===== config.mk =====
export PLATFORM = sky130hd
export DESIGN_NAME = sparse_polynomial_term_table
export DESIGN_NICKNAME = d
export VERILOG_FILES = /design/src/rtl/spt_pkg.sv /design/src/rtl/sparse_polynomial_term_table.sv /design/src/rtl/spt_front.sv /design/src/rtl/spt_engine.sv
export VERILOG_INCLUDE_DIRS = /design/src /design/src/rtl
export SDC_FILE = /design/constraint.sdc
export NUM_CORES = 1
export LEC_CHECK = 0
export BUFFER_PORTS_ARGS = -buffer_cell sky130_fd_sc_hd__buf_2
export CORE_UTILIZATION = 45
export CTS_CLUSTER_DIAMETER = 80
export DETAILED_ROUTE_END_ITERATION = 16
export GPL_TIMING_DRIVEN = 0
export PLACE_DENSITY = 0.65
export SLEW_MARGIN = 20
export SYNTH_ARGS = -nofsm -noshare
export SYNTH_HDL_FRONTEND = slang
export SYNTH_SLANG_ARGS = --single-unit

===== constraint.sdc =====
create_clock -name clock -period 22.5 [get_ports clock]
set_clock_uncertainty 0.2 [all_clocks]
set_input_delay 3.375 -clock clock [delete_from_list [all_inputs] [get_ports clock]]
set_output_delay 3.375 -clock clock [all_outputs]
set_load 0.05 [all_outputs]

===== src/rtl/sparse_polynomial_term_table_assert.svh =====
// ----------------------------------------------------------------------------
// sparse_polynomial_term_table_assert
// Assertion macros used by the term table top level. Each macro expands to one
// labeled concurrent assertion clocked on the rising edge and disabled while
// reset is high.
// ----------------------------------------------------------------------------
`ifndef SPARSE_POLYNOMIAL_TERM_TABLE_ASSERT_SVH
`define SPARSE_POLYNOMIAL_TERM_TABLE_ASSERT_SVH

// Same-cycle implication: cons must hold whenever ante holds.
`define SPT_ASSERT_IMPL(label, clk, rst, ante, cons) \
   label: assert property (@(posedge clk) disable iff (rst) (ante) |-> (cons)) \
      else $error("%m: implication check failed");

// Next-cycle implication: cons must hold in the cycle after ante.
`define SPT_ASSERT_NEXT(label, clk, rst, ante, cons) \
   label: assert property (@(posedge clk) disable iff (rst) (ante) |=> (cons)) \
      else $error("%m: next-cycle check failed");

`endif


===== src/rtl/spt_pkg.sv =====
// ----------------------------------------------------------------------------
// spt_pkg
// Shared types and default sizes for the sparse polynomial term table.
// ----------------------------------------------------------------------------
package spt_pkg;

   localparam int MAX_TERMS_DEF  = 16;
   localparam int POWER_BITS_DEF = 8;
   localparam int COEFF_BITS_DEF = 32;

   // Operation codes carried in the request tuser
   typedef enum logic [1:0] {
      FUNC_SET  = 2'd0,
      FUNC_READ = 2'd1,
      FUNC_ADD  = 2'd2,
      FUNC_SUB  = 2'd3
   } func_type;

   // Result status carried in the response tuser
   typedef enum logic [1:0] {
      STAT_OK     = 2'd0,
      STAT_REJECT = 2'd1,
      STAT_FULL   = 2'd2
   } status_type;

   // Decoded operation handed from the front end to the engine
   typedef struct packed {
      logic is_read;
      logic is_set;
      logic is_sub;
   } op_ctl_type;

endpackage


===== src/rtl/sparse_polynomial_term_table.sv =====
// ----------------------------------------------------------------------------
// sparse_polynomial_term_table
// Sparse polynomial kept as a sorted table of nonzero Q16.16 terms, with set,
// read, add and subtract operations and one response per request.
// ----------------------------------------------------------------------------
//  channel  direction  payload
//  req_*    in         tuser: func; tdata: term_power, term_coeff
//  rsp_*    out        tuser: status; tdata: coeff_out, poly_degree, term_count
//
//  The engine handles one item at a time: a linear search scans the stored
//  entries, then an insert or delete moves entries, both through the single
//  read and single write port of the term memory, and an insert also writes
//  the new term. Reset is synchronous and empties the table at once; no
//  clearing pass. A two-entry queue keeps taking requests while the engine
//  works, until both entries are held, and the response register lets the
//  next item start while a result waits.
// ----------------------------------------------------------------------------
`include "sparse_polynomial_term_table_assert.svh"

module sparse_polynomial_term_table
   import spt_pkg::*;
#(
   parameter int MAX_TERMS  = MAX_TERMS_DEF,
   parameter int POWER_BITS = POWER_BITS_DEF,
   parameter int COEFF_BITS = COEFF_BITS_DEF,
   localparam int CNT_W     = $clog2(MAX_TERMS + 1),
   localparam int REQ_W     = ((POWER_BITS + COEFF_BITS + 7) / 8) * 8,
   localparam int RSP_W     = ((COEFF_BITS + POWER_BITS + CNT_W + 7) / 8) * 8
) (
   input  logic             clock,
   input  logic             reset,
   input  logic             req_tvalid,
   output logic             req_tready,
   // term_power, term_coeff (from bit 0 up)
   input  logic [REQ_W-1:0] req_tdata,
   // func
   input  logic [1:0]       req_tuser,
   output logic             rsp_tvalid,
   input  logic             rsp_tready,
   // coeff_out, poly_degree, term_count (from bit 0 up)
   output logic [RSP_W-1:0] rsp_tdata,
   // status
   output logic [1:0]       rsp_tuser
);

   op_ctl_type            cmd_ctl;
   logic                  cmd_valid, cmd_ready;
   logic [POWER_BITS-1:0] cmd_power;
   logic [COEFF_BITS-1:0] cmd_coeff;
   logic                  eng_valid, eng_ready;
   logic [COEFF_BITS-1:0] eng_coeff;
   logic [POWER_BITS-1:0] eng_degree;
   logic [CNT_W-1:0]      eng_count;
   status_type            eng_status;

   logic                  rsp_valid_ff, rsp_valid_in;
   logic [COEFF_BITS-1:0] rsp_coeff_ff, rsp_coeff_in;
   logic [POWER_BITS-1:0] rsp_degree_ff, rsp_degree_in;
   logic [CNT_W-1:0]      rsp_count_ff, rsp_count_in;
   status_type            rsp_status_ff, rsp_status_in;

   spt_front #(
      .POWER_BITS (POWER_BITS),
      .COEFF_BITS (COEFF_BITS)
   ) u_front (
      .clock     (clock),
      .reset     (reset),
      .req_valid (req_tvalid),
      .req_ready (req_tready),
      .req_func  (req_tuser),
      .req_power (req_tdata[POWER_BITS-1:0]),
      .req_coeff (req_tdata[POWER_BITS +: COEFF_BITS]),
      .cmd_valid (cmd_valid),
      .cmd_ready (cmd_ready),
      .cmd_ctl   (cmd_ctl),
      .cmd_power (cmd_power),
      .cmd_coeff (cmd_coeff)
   );

   spt_engine #(
      .MAX_TERMS  (MAX_TERMS),
      .POWER_BITS (POWER_BITS),
      .COEFF_BITS (COEFF_BITS)
   ) u_engine (
      .clock      (clock),
      .reset      (reset),
      .cmd_valid  (cmd_valid),
      .cmd_ready  (cmd_ready),
      .cmd_ctl    (cmd_ctl),
      .cmd_power  (cmd_power),
      .cmd_coeff  (cmd_coeff),
      .res_valid  (eng_valid),
      .res_ready  (eng_ready),
      .res_coeff  (eng_coeff),
      .res_degree (eng_degree),
      .res_count  (eng_count),
      .res_status (eng_status)
   );

   // Response register: load when empty or being drained
   assign eng_ready = !rsp_valid_ff || rsp_tready;

   always_comb begin
      rsp_valid_in  = rsp_valid_ff;
      rsp_coeff_in  = rsp_coeff_ff;
      rsp_degree_in = rsp_degree_ff;
      rsp_count_in  = rsp_count_ff;
      rsp_status_in = rsp_status_ff;
      if (eng_ready) begin
         rsp_valid_in  = eng_valid;
         rsp_coeff_in  = eng_coeff;
         rsp_degree_in = eng_degree;
         rsp_count_in  = eng_count;
         rsp_status_in = eng_status;
      end
   end

   always_ff @(posedge clock) begin
      if (reset) begin
         rsp_valid_ff <= 1'b0;
      end else begin
         rsp_valid_ff <= rsp_valid_in;
      end
      rsp_coeff_ff  <= rsp_coeff_in;
      rsp_degree_ff <= rsp_degree_in;
      rsp_count_ff  <= rsp_count_in;
      rsp_status_ff <= rsp_status_in;
   end

   assign rsp_tvalid = rsp_valid_ff;
   assign rsp_tdata  = RSP_W'({rsp_count_ff, rsp_degree_ff, rsp_coeff_ff});
   assign rsp_tuser  = rsp_status_ff;

   // A full table reports exactly MAX_TERMS stored terms
   `SPT_ASSERT_IMPL(a_full_count, clock, reset,
      rsp_valid_ff && (rsp_status_ff == STAT_FULL), rsp_count_ff == CNT_W'(MAX_TERMS))
   // An empty table reports degree zero
   `SPT_ASSERT_IMPL(a_empty_degree, clock, reset,
      rsp_valid_ff && (rsp_count_ff == '0), rsp_degree_ff == '0)
   // A rejected zero for an absent term reports coefficient zero
   `SPT_ASSERT_IMPL(a_reject_zero, clock, reset,
      rsp_valid_ff && (rsp_status_ff == STAT_REJECT), rsp_coeff_ff == '0)
   // A result handed over by the engine shows up at the response port
   `SPT_ASSERT_NEXT(a_result_lands, clock, reset,
      eng_valid && eng_ready, rsp_valid_ff)

endmodule


===== src/rtl/spt_front.sv =====
// ----------------------------------------------------------------------------
// spt_front
// Accepts request items, decodes the operation and buffers them in a
// two-entry queue in front of the engine.
// ----------------------------------------------------------------------------
module spt_front
   import spt_pkg::*;
#(
   parameter int POWER_BITS = POWER_BITS_DEF,
   parameter int COEFF_BITS = COEFF_BITS_DEF
) (
   input  logic                  clock,
   input  logic                  reset,
   input  logic                  req_valid,
   output logic                  req_ready,
   input  logic [1:0]            req_func,
   input  logic [POWER_BITS-1:0] req_power,
   input  logic [COEFF_BITS-1:0] req_coeff,
   output logic                  cmd_valid,
   input  logic                  cmd_ready,
   output op_ctl_type            cmd_ctl,
   output logic [POWER_BITS-1:0] cmd_power,
   output logic [COEFF_BITS-1:0] cmd_coeff
);

   op_ctl_type            q_ctl_ff   [2];
   logic [POWER_BITS-1:0] q_power_ff [2];
   logic [COEFF_BITS-1:0] q_coeff_ff [2];
   logic                  wr_ptr_ff, wr_ptr_in;
   logic                  rd_ptr_ff, rd_ptr_in;
   logic [1:0]            fill_ff, fill_in;
   op_ctl_type            dec_ctl;
   logic                  push, pop;

   // Decode the operation code
   always_comb begin
      dec_ctl = '0;
      case (func_type'(req_func))
         FUNC_SET:  dec_ctl.is_set  = 1'b1;
         FUNC_READ: dec_ctl.is_read = 1'b1;
         FUNC_ADD:  dec_ctl.is_sub  = 1'b0;
         FUNC_SUB:  dec_ctl.is_sub  = 1'b1;
         default:   dec_ctl = '0;
      endcase
   end

   assign req_ready = (fill_ff != 2'd2);
   assign push      = req_valid && req_ready;
   assign cmd_valid = (fill_ff != 2'd0);
   assign pop       = cmd_valid && cmd_ready;

   assign cmd_ctl   = q_ctl_ff[rd_ptr_ff];
   assign cmd_power = q_power_ff[rd_ptr_ff];
   assign cmd_coeff = q_coeff_ff[rd_ptr_ff];

   // Advance queue pointers and fill level
   always_comb begin
      wr_ptr_in = push ? ~wr_ptr_ff : wr_ptr_ff;
      rd_ptr_in = pop  ? ~rd_ptr_ff : rd_ptr_ff;
      fill_in   = fill_ff;
      if (push && !pop) begin
         fill_in = fill_ff + 2'd1;
      end else if (pop && !push) begin
         fill_in = fill_ff - 2'd1;
      end
   end

   always_ff @(posedge clock) begin
      if (reset) begin
         wr_ptr_ff <= 1'b0;
         rd_ptr_ff <= 1'b0;
         fill_ff   <= 2'd0;
      end else begin
         wr_ptr_ff <= wr_ptr_in;
         rd_ptr_ff <= rd_ptr_in;
         fill_ff   <= fill_in;
      end
   end

   // Store the decoded item
   always_ff @(posedge clock) begin
      if (push) begin
         q_ctl_ff[wr_ptr_ff]   <= dec_ctl;
         q_power_ff[wr_ptr_ff] <= req_power;
         q_coeff_ff[wr_ptr_ff] <= req_coeff;
      end
   end

endmodule


===== src/rtl/spt_engine.sv =====
// ----------------------------------------------------------------------------
// spt_engine
// Executes one operation at a time on the sorted term memory: linear search, a set
// or saturating add or subtract, then an in-place write or a shifting insert or delete one entry per cycle.
// ----------------------------------------------------------------------------
module spt_engine
   import spt_pkg::*;
#(
   parameter int MAX_TERMS  = MAX_TERMS_DEF,
   parameter int POWER_BITS = POWER_BITS_DEF,
   parameter int COEFF_BITS = COEFF_BITS_DEF,
   localparam int IDX_W     = (MAX_TERMS > 1) ? $clog2(MAX_TERMS) : 1,
   localparam int CNT_W     = $clog2(MAX_TERMS + 1)
) (
   input  logic                  clock,
   input  logic                  reset,
   input  logic                  cmd_valid,
   output logic                  cmd_ready,
   input  op_ctl_type            cmd_ctl,
   input  logic [POWER_BITS-1:0] cmd_power,
   input  logic [COEFF_BITS-1:0] cmd_coeff,
   output logic                  res_valid,
   input  logic                  res_ready,
   output logic [COEFF_BITS-1:0] res_coeff,
   output logic [POWER_BITS-1:0] res_degree,
   output logic [CNT_W-1:0]      res_count,
   output status_type            res_status
);

   typedef enum logic [2:0] {
      ST_IDLE,
      ST_SEARCH,
      ST_DECIDE,
      ST_SHIFT,
      ST_PUT,
      ST_DONE
   } state_type;

   localparam logic [COEFF_BITS-1:0] COEFF_MAX = {1'b0, {(COEFF_BITS-1){1'b1}}};
   localparam logic [COEFF_BITS-1:0] COEFF_MIN = {1'b1, {(COEFF_BITS-1){1'b0}}};

   // Term memory
   logic [POWER_BITS-1:0] mem_power_ff [MAX_TERMS];
   logic [COEFF_BITS-1:0] mem_coeff_ff [MAX_TERMS];
   logic [POWER_BITS-1:0] rd_power_ff;
   logic [COEFF_BITS-1:0] rd_coeff_ff;
   logic [IDX_W-1:0]      rd_addr;
   logic                  wr_en;
   logic [IDX_W-1:0]      wr_addr;
   logic [POWER_BITS-1:0] wr_power;
   logic [COEFF_BITS-1:0] wr_coeff;

   state_type             state_ff, state_in;
   op_ctl_type            ctl_ff, ctl_in;
   logic [POWER_BITS-1:0] power_ff, power_in;
   logic [COEFF_BITS-1:0] coeff_ff, coeff_in;
   logic [COEFF_BITS-1:0] cur_ff, cur_in;
   logic [COEFF_BITS-1:0] target_ff, target_in;
   logic                  found_ff, found_in;
   logic [CNT_W-1:0]      pos_ff, pos_in;
   logic [IDX_W-1:0]      scan_ff, scan_in;
   logic [IDX_W-1:0]      src_ff, src_in;
   logic [IDX_W-1:0]      pend_ff, pend_in;
   logic [IDX_W-1:0]      lim_ff, lim_in;
   logic                  more_ff, more_in;
   logic                  down_ff, down_in;
   logic [CNT_W-1:0]      count_ff, count_in;
   logic [POWER_BITS-1:0] deg_ff, deg_in;
   status_type            status_ff, status_in;

   logic [IDX_W-1:0]      last_idx;
   logic [IDX_W-1:0]      pos_idx;
   logic [COEFF_BITS:0]   cur_x, opnd_x, sum_x;
   logic [COEFF_BITS-1:0] sat_val;
   logic [COEFF_BITS-1:0] target;

   assign last_idx = IDX_W'(count_ff - CNT_W'(1));
   assign pos_idx  = pos_ff[IDX_W-1:0];

   // Saturating add or subtract of the operand to the current coefficient
   always_comb begin
      cur_x  = {cur_ff[COEFF_BITS-1], cur_ff};
      opnd_x = {coeff_ff[COEFF_BITS-1], coeff_ff};
      sum_x  = ctl_ff.is_sub ? (cur_x - opnd_x) : (cur_x + opnd_x);
      if (sum_x[COEFF_BITS] != sum_x[COEFF_BITS-1]) begin
         sat_val = sum_x[COEFF_BITS] ? COEFF_MIN : COEFF_MAX;
      end else begin
         sat_val = sum_x[COEFF_BITS-1:0];
      end
      target = ctl_ff.is_set ? coeff_ff : sat_val;
   end

   // Sequencer next state
   always_comb begin
      state_in  = state_ff;
      ctl_in    = ctl_ff;
      power_in  = power_ff;
      coeff_in  = coeff_ff;
      cur_in    = cur_ff;
      target_in = target_ff;
      found_in  = found_ff;
      pos_in    = pos_ff;
      scan_in   = scan_ff;
      src_in    = src_ff;
      pend_in   = pend_ff;
      lim_in    = lim_ff;
      more_in   = more_ff;
      down_in   = down_ff;
      count_in  = count_ff;
      status_in = status_ff;
      rd_addr   = '0;
      wr_en     = 1'b0;
      wr_addr   = '0;
      wr_power  = rd_power_ff;
      wr_coeff  = rd_coeff_ff;
      cmd_ready = 1'b0;
      res_valid = 1'b0;

      case (state_ff)
         ST_IDLE: begin
            // Take the next item and start the scan at the head
            if (cmd_valid) begin
               cmd_ready = 1'b1;
               ctl_in    = cmd_ctl;
               power_in  = cmd_power;
               coeff_in  = cmd_coeff;
               cur_in    = '0;
               found_in  = 1'b0;
               pos_in    = count_ff;
               scan_in   = '0;
               status_in = STAT_OK;
               state_in  = (count_ff == '0) ? ST_DECIDE : ST_SEARCH;
            end
         end
         ST_SEARCH: begin
            // Entries are sorted descending: stop at a match or a smaller power
            if (rd_power_ff == power_ff) begin
               found_in = 1'b1;
               cur_in   = rd_coeff_ff;
               pos_in   = CNT_W'(scan_ff);
               state_in = ST_DECIDE;
            end else if (rd_power_ff < power_ff) begin
               pos_in   = CNT_W'(scan_ff);
               state_in = ST_DECIDE;
            end else if (scan_ff == last_idx) begin
               state_in = ST_DECIDE;
            end else begin
               rd_addr = IDX_W'(scan_ff + 1'b1);
               scan_in = IDX_W'(scan_ff + 1'b1);
            end
         end
         ST_DECIDE: begin
            state_in = ST_DONE;
            if (ctl_ff.is_read) begin
               // Read leaves the table alone
               state_in = ST_DONE;
            end else if (found_ff) begin
               if (target == '0) begin
                  // Remove the term; close the gap from above
                  cur_in   = '0;
                  count_in = count_ff - CNT_W'(1);
                  if (pos_idx != last_idx) begin
                     rd_addr  = IDX_W'(pos_idx + 1'b1);
                     pend_in  = IDX_W'(pos_idx + 1'b1);
                     src_in   = IDX_W'(pos_idx + 2'd2);
                     lim_in   = last_idx;
                     more_in  = (IDX_W'(pos_idx + 1'b1) != last_idx);
                     down_in  = 1'b1;
                     state_in = ST_SHIFT;
                  end
               end else begin
                  // Overwrite the coefficient in place
                  wr_en    = 1'b1;
                  wr_addr  = pos_idx;
                  wr_power = power_ff;
                  wr_coeff = target;
                  cur_in   = target;
               end
            end else if (target == '0) begin
               status_in = STAT_REJECT;
            end else if (count_ff == CNT_W'(MAX_TERMS)) begin
               status_in = STAT_FULL;
            end else begin
               target_in = target;
               if (pos_ff == count_ff) begin
                  state_in = ST_PUT;
               end else begin
                  // Open a slot: move entries up starting from the tail
                  rd_addr  = last_idx;
                  pend_in  = last_idx;
                  src_in   = IDX_W'(last_idx - 1'b1);
                  lim_in   = pos_idx;
                  more_in  = (last_idx != pos_idx);
                  down_in  = 1'b0;
                  state_in = ST_SHIFT;
               end
            end
         end
         ST_SHIFT: begin
            // Write back the entry read last cycle, read the next one while any remain
            wr_en   = 1'b1;
            wr_addr = down_ff ? IDX_W'(pend_ff - 1'b1) : IDX_W'(pend_ff + 1'b1);
            if (more_ff) begin
               rd_addr = src_ff;
               pend_in = src_ff;
               src_in  = down_ff ? IDX_W'(src_ff + 1'b1) : IDX_W'(src_ff - 1'b1);
               more_in = (src_ff != lim_ff);
            end else begin
               state_in = down_ff ? ST_DONE : ST_PUT;
            end
         end
         ST_PUT: begin
            // Drop the new term into its slot
            wr_en    = 1'b1;
            wr_addr  = pos_idx;
            wr_power = power_ff;
            wr_coeff = target_ff;
            cur_in   = target_ff;
            count_in = count_ff + CNT_W'(1);
            state_in = ST_DONE;
         end
         ST_DONE: begin
            res_valid = 1'b1;
            if (res_ready) begin
               state_in = ST_IDLE;
            end
         end
         default: begin
            state_in = ST_IDLE;
         end
      endcase
   end

   // Track the head power as the degree
   always_comb begin
      deg_in = deg_ff;
      if (wr_en && (wr_addr == '0)) begin
         deg_in = wr_power;
      end
   end

   always_ff @(posedge clock) begin
      if (reset) begin
         state_ff  <= ST_IDLE;
         count_ff  <= '0;
         status_ff <= STAT_OK;
      end else begin
         state_ff  <= state_in;
         count_ff  <= count_in;
         status_ff <= status_in;
      end
      ctl_ff    <= ctl_in;
      power_ff  <= power_in;
      coeff_ff  <= coeff_in;
      cur_ff    <= cur_in;
      target_ff <= target_in;
      found_ff  <= found_in;
      pos_ff    <= pos_in;
      scan_ff   <= scan_in;
      src_ff    <= src_in;
      pend_ff   <= pend_in;
      lim_ff    <= lim_in;
      more_ff   <= more_in;
      down_ff   <= down_in;
      deg_ff    <= deg_in;
   end

   // Term memory: one write and one registered read per cycle
   always_ff @(posedge clock) begin
      if (wr_en) begin
         mem_power_ff[wr_addr] <= wr_power;
         mem_coeff_ff[wr_addr] <= wr_coeff;
      end
      rd_power_ff <= mem_power_ff[rd_addr];
      rd_coeff_ff <= mem_coeff_ff[rd_addr];
   end

   assign res_coeff  = cur_ff;
   assign res_count  = count_ff;
   assign res_degree = (count_ff == '0) ? '0 : deg_ff;
   assign res_status = status_ff;

endmodule


==> flow_summary.toml <==
[critical_path]
crit_arrival_ps = 10110
crit_fanout = 10
timing.rr.end = "u_engine.rd_coeff_ff[20]$_DFF_P_"
crit_path_start_kind = "register"
worst-r2r-cell-count = 25
rrSetupSlack_ps = 12700
r2r-start = "u_engine.ctl_ff[0]$_DFFE_PP_"
endpoint_kind = "register"
cp.required_ps = 22810
worst-setup-path-type = "reg2reg"

[die]
start_util_pct = 45.6
die_h_microns = 307
dieArea_sq_mm = 0.0944
core_area_sq_mm = 0.0919
pin_count = 98
rows = 111
die-width_microns = 307

[hold_path]
hp-start = "u_engine.res_count[3]$_SDFFE_PP0P_"
hold_path_end = "rsp_count_ff[3]$_DFFE_PN_"
hold_class = "reg2reg"
whs_path_depth = 0

[placed_design]
gp_congestion = 0.948
dpl.hpwl_mm = 80.1
io_buffers = 94

[timing]
finalHoldViolCount = 0
fin_crit_ps = 9800
fmax_mhz = 102
final-setup-viol-count = 0
max_slew.worst_pin.slew_ps = 1220
drv_slew = 0
min_period_over_period_pct = 43.6
slew-limit-headroom_pct = 18.5
setup_tns_ps = 0
grt_setup_unrepaired = "false"

[finish]
nNetsFinal = 3380
drive_gt1_share_pct = 15.8
fillers = 7711
final_common_cell = "edfxtp_1"
final_cell_mix = "edfxtp_1, nand3_1, o21ai_0, nand2_1, clkbuf_1"
post-route-util_pct = 52.2
diodes = 0
area_delta_synth_final_pct = 14.5

[synth]
synth_seq_cells = 959
synthCells = 3047
synthFlopType = "edfxtp_1"
synth-seq-area-share_pct = 67.4
async_flop_share_pct = 0
synth-edff-count = 904
ys_warn_count = 0
synth.avg_cell_area_sq_um = 13.8
synth_area_sq_mm = 0.0419
post_synth_num_cell_types = 88

[grt]
grt_pass1_wl_mm = 169
grt_pass1_vias = 26600
grt_max_degree = 41
overflow = 0
antenna_found_initial = 4
track_usage_pct = 24.1

[power]
p_leak_nw = 15.9
irDropWorstVdd_mv = 0.133
p_per_area_mw_per_mm2 = 162

[drt]
avgRoutedWirePerCell_microns = 25.0
dr.first_iter.drc_count = 3196
firstDrtPassIters = 5
drc = 0
routed_wl_mm = 115
vias = 27700
ant_nets = 0
viasPerCell = 6.02

[clock_network]
htreeDepth = 3
clockRootBuffer = "clkbuf_16"
cts_resized = 0
clock_path_buffers = 3
path_clk_slew_ps = 60
hold_buffers = 0
cts.sinks = 959
post_cts_buffers = 0
cts_tree = "yes"
cts_made_buffers = 96
insertion_delay_ps = 690

[run]
max-cap-violations = 0

[status]
status = "complete, no violations"
where the power goes:
part	switching, mW	internal, mW
registers	0.193	2.59
logic	2.35	1.04
clock network	0.692	0.918
cells in the mapped netlist, types with 41 or more instances:
library cell    n  share of area [%]
a21oi_1        81               0.97
o211ai_1      127                2.3
o22a_1         41               0.86
edfxtp_1      904                 65
nor2_1        119                1.1
nand4_1        55               0.82
ha_1           55                1.6
nand2_1       177                1.6
clkbuf_1      157                1.4
a22oi_1        44               0.79
dfxtp_1        55                2.6
mux2i_1        86                2.1
xnor2_1        55                1.1
inv_1          41               0.37
o21ai_0       204                2.4
mux2_2        164                4.4
xor2_1         41               0.86
nand3_1       263                3.1
per-stage QoR:
stage / hold slack [ps] / instances / power (mW) / instance area (sq um) / worst slack, ps
3_3_place_gp: 212 / 4386 / 6.04 / 44000 / 10480
5_1_grt: 256 / 4600 / 8.11 / 48000 / 12390
6_report: 231 / 4600 / 7.78 / 48000 / 12700
2_1_floorplan: 206 / 3049 / 4.93 / 41900 / 14610
4_1_cts: 233 / 4600 / 7.73 / 48000 / 12920
3_5_place_dp: 213 / 4421 / 6.12 / 44800 / 12960
cell type report:
type,instances,area [sq um],area share (%)
well taps,1243,1560,3.24
flip-flops and latches,959,28200,58.8
clock inverters,57,604,1.26
repair buffers,129,1130,2.35
inverters,41,154,0.321
plain buffers,197,830,1.73
multi-input cells,1852,12900,26.9
clock buffers,122,2600,5.42
flip-flops by register name, indices dropped and copies added (netlist names), 6 cells and up:
name,flops
u_engine.target_ff,32
u_front.q_ctl_ff,6
u_engine.mem_power_ff,128
rsp_degree_ff,8
u_engine.res_coeff,32
u_front.q_power_ff,16
u_engine.mem_coeff_ff,512
rsp_coeff_ff,32
u_engine.rd_power_ff,8
u_front.q_coeff_ff,64
u_engine.rd_coeff_ff,32
u_engine.power_ff,8
u_engine.coeff_ff,32
worst max-delay path by stage:
stage	endpoint	slack, ps	from
3_5_place_dp	u_engine.rd_coeff_ff[20]$_DFF_P_	12960	u_engine.ctl_ff[0]$_DFFE_PP_
6_report	u_engine.rd_coeff_ff[20]$_DFF_P_	12700	u_engine.ctl_ff[0]$_DFFE_PP_
2_1_floorplan	u_engine.mem_coeff_ff[8][0]$_DFFE_PP_	14610	u_engine.coeff_ff[24]$_DFFE_PP_
3_3_place_gp	u_engine.mem_power_ff[8][2]$_DFFE_PP_	10480	u_engine.ctl_ff[0]$_DFFE_PP_
4_1_cts	u_engine.rd_coeff_ff[20]$_DFF_P_	12920	u_engine.ctl_ff[0]$_DFFE_PP_
5_1_grt	u_engine.rd_coeff_ff[18]$_DFF_P_	12390	u_engine.ctl_ff[0]$_DFFE_PP_
metal layers:
metal  share of wire [%]  track usage (%)  vias up  routed length [microns]
li1                    -                -    12300                        -
met1                  42             33.2    13800                    48000
met2                  46             37.8     1340                    52500
met3                 9.0             5.05      249                    10300
met4                 3.5             8.40        6                     4000
met5               0.041                0        -                       47
worst max-delay path, cell delays in order (launching register included):
cell,delay [ps]
edfxtp_1,480
clkbuf_1,300
clkbuf_1,500
buf_1,600
nor2_1,140
xnor2_1,160
ha_1,410
nand4_1,140
a211oi_1,640
o2111ai_1,210
o211ai_1,300
a21oi_2,260
and2_0,220
clkbuf_1,180
clkbuf_1,280
o211ai_2,200
nand3_1,270
or2_1,340
nor4_4,540
a41oi_1,530
nand2_1,470
clkbuf_1,790
buf_2,420
mux2_2,380
o211ai_1,380
nand4_1,230
kinds of logic (layout without fill, tap and decap cells):
logic type / count (synthesis) / after routing / synth area share [%]
simple gates: 786 / 786 / 9.47
flops: 959 / 959 / 67.4
buf+inv: 238 / 546 / 2.34
xor+xnor: 96 / 96 / 2.01
compound gates: 649 / 649 / 10.3
mux: 252 / 252 / 6.54
fa+ha+maj: 66 / 66 / 1.98
other cells: 1 / 3 / 0.00894
(Power assumes the default switching activity.)
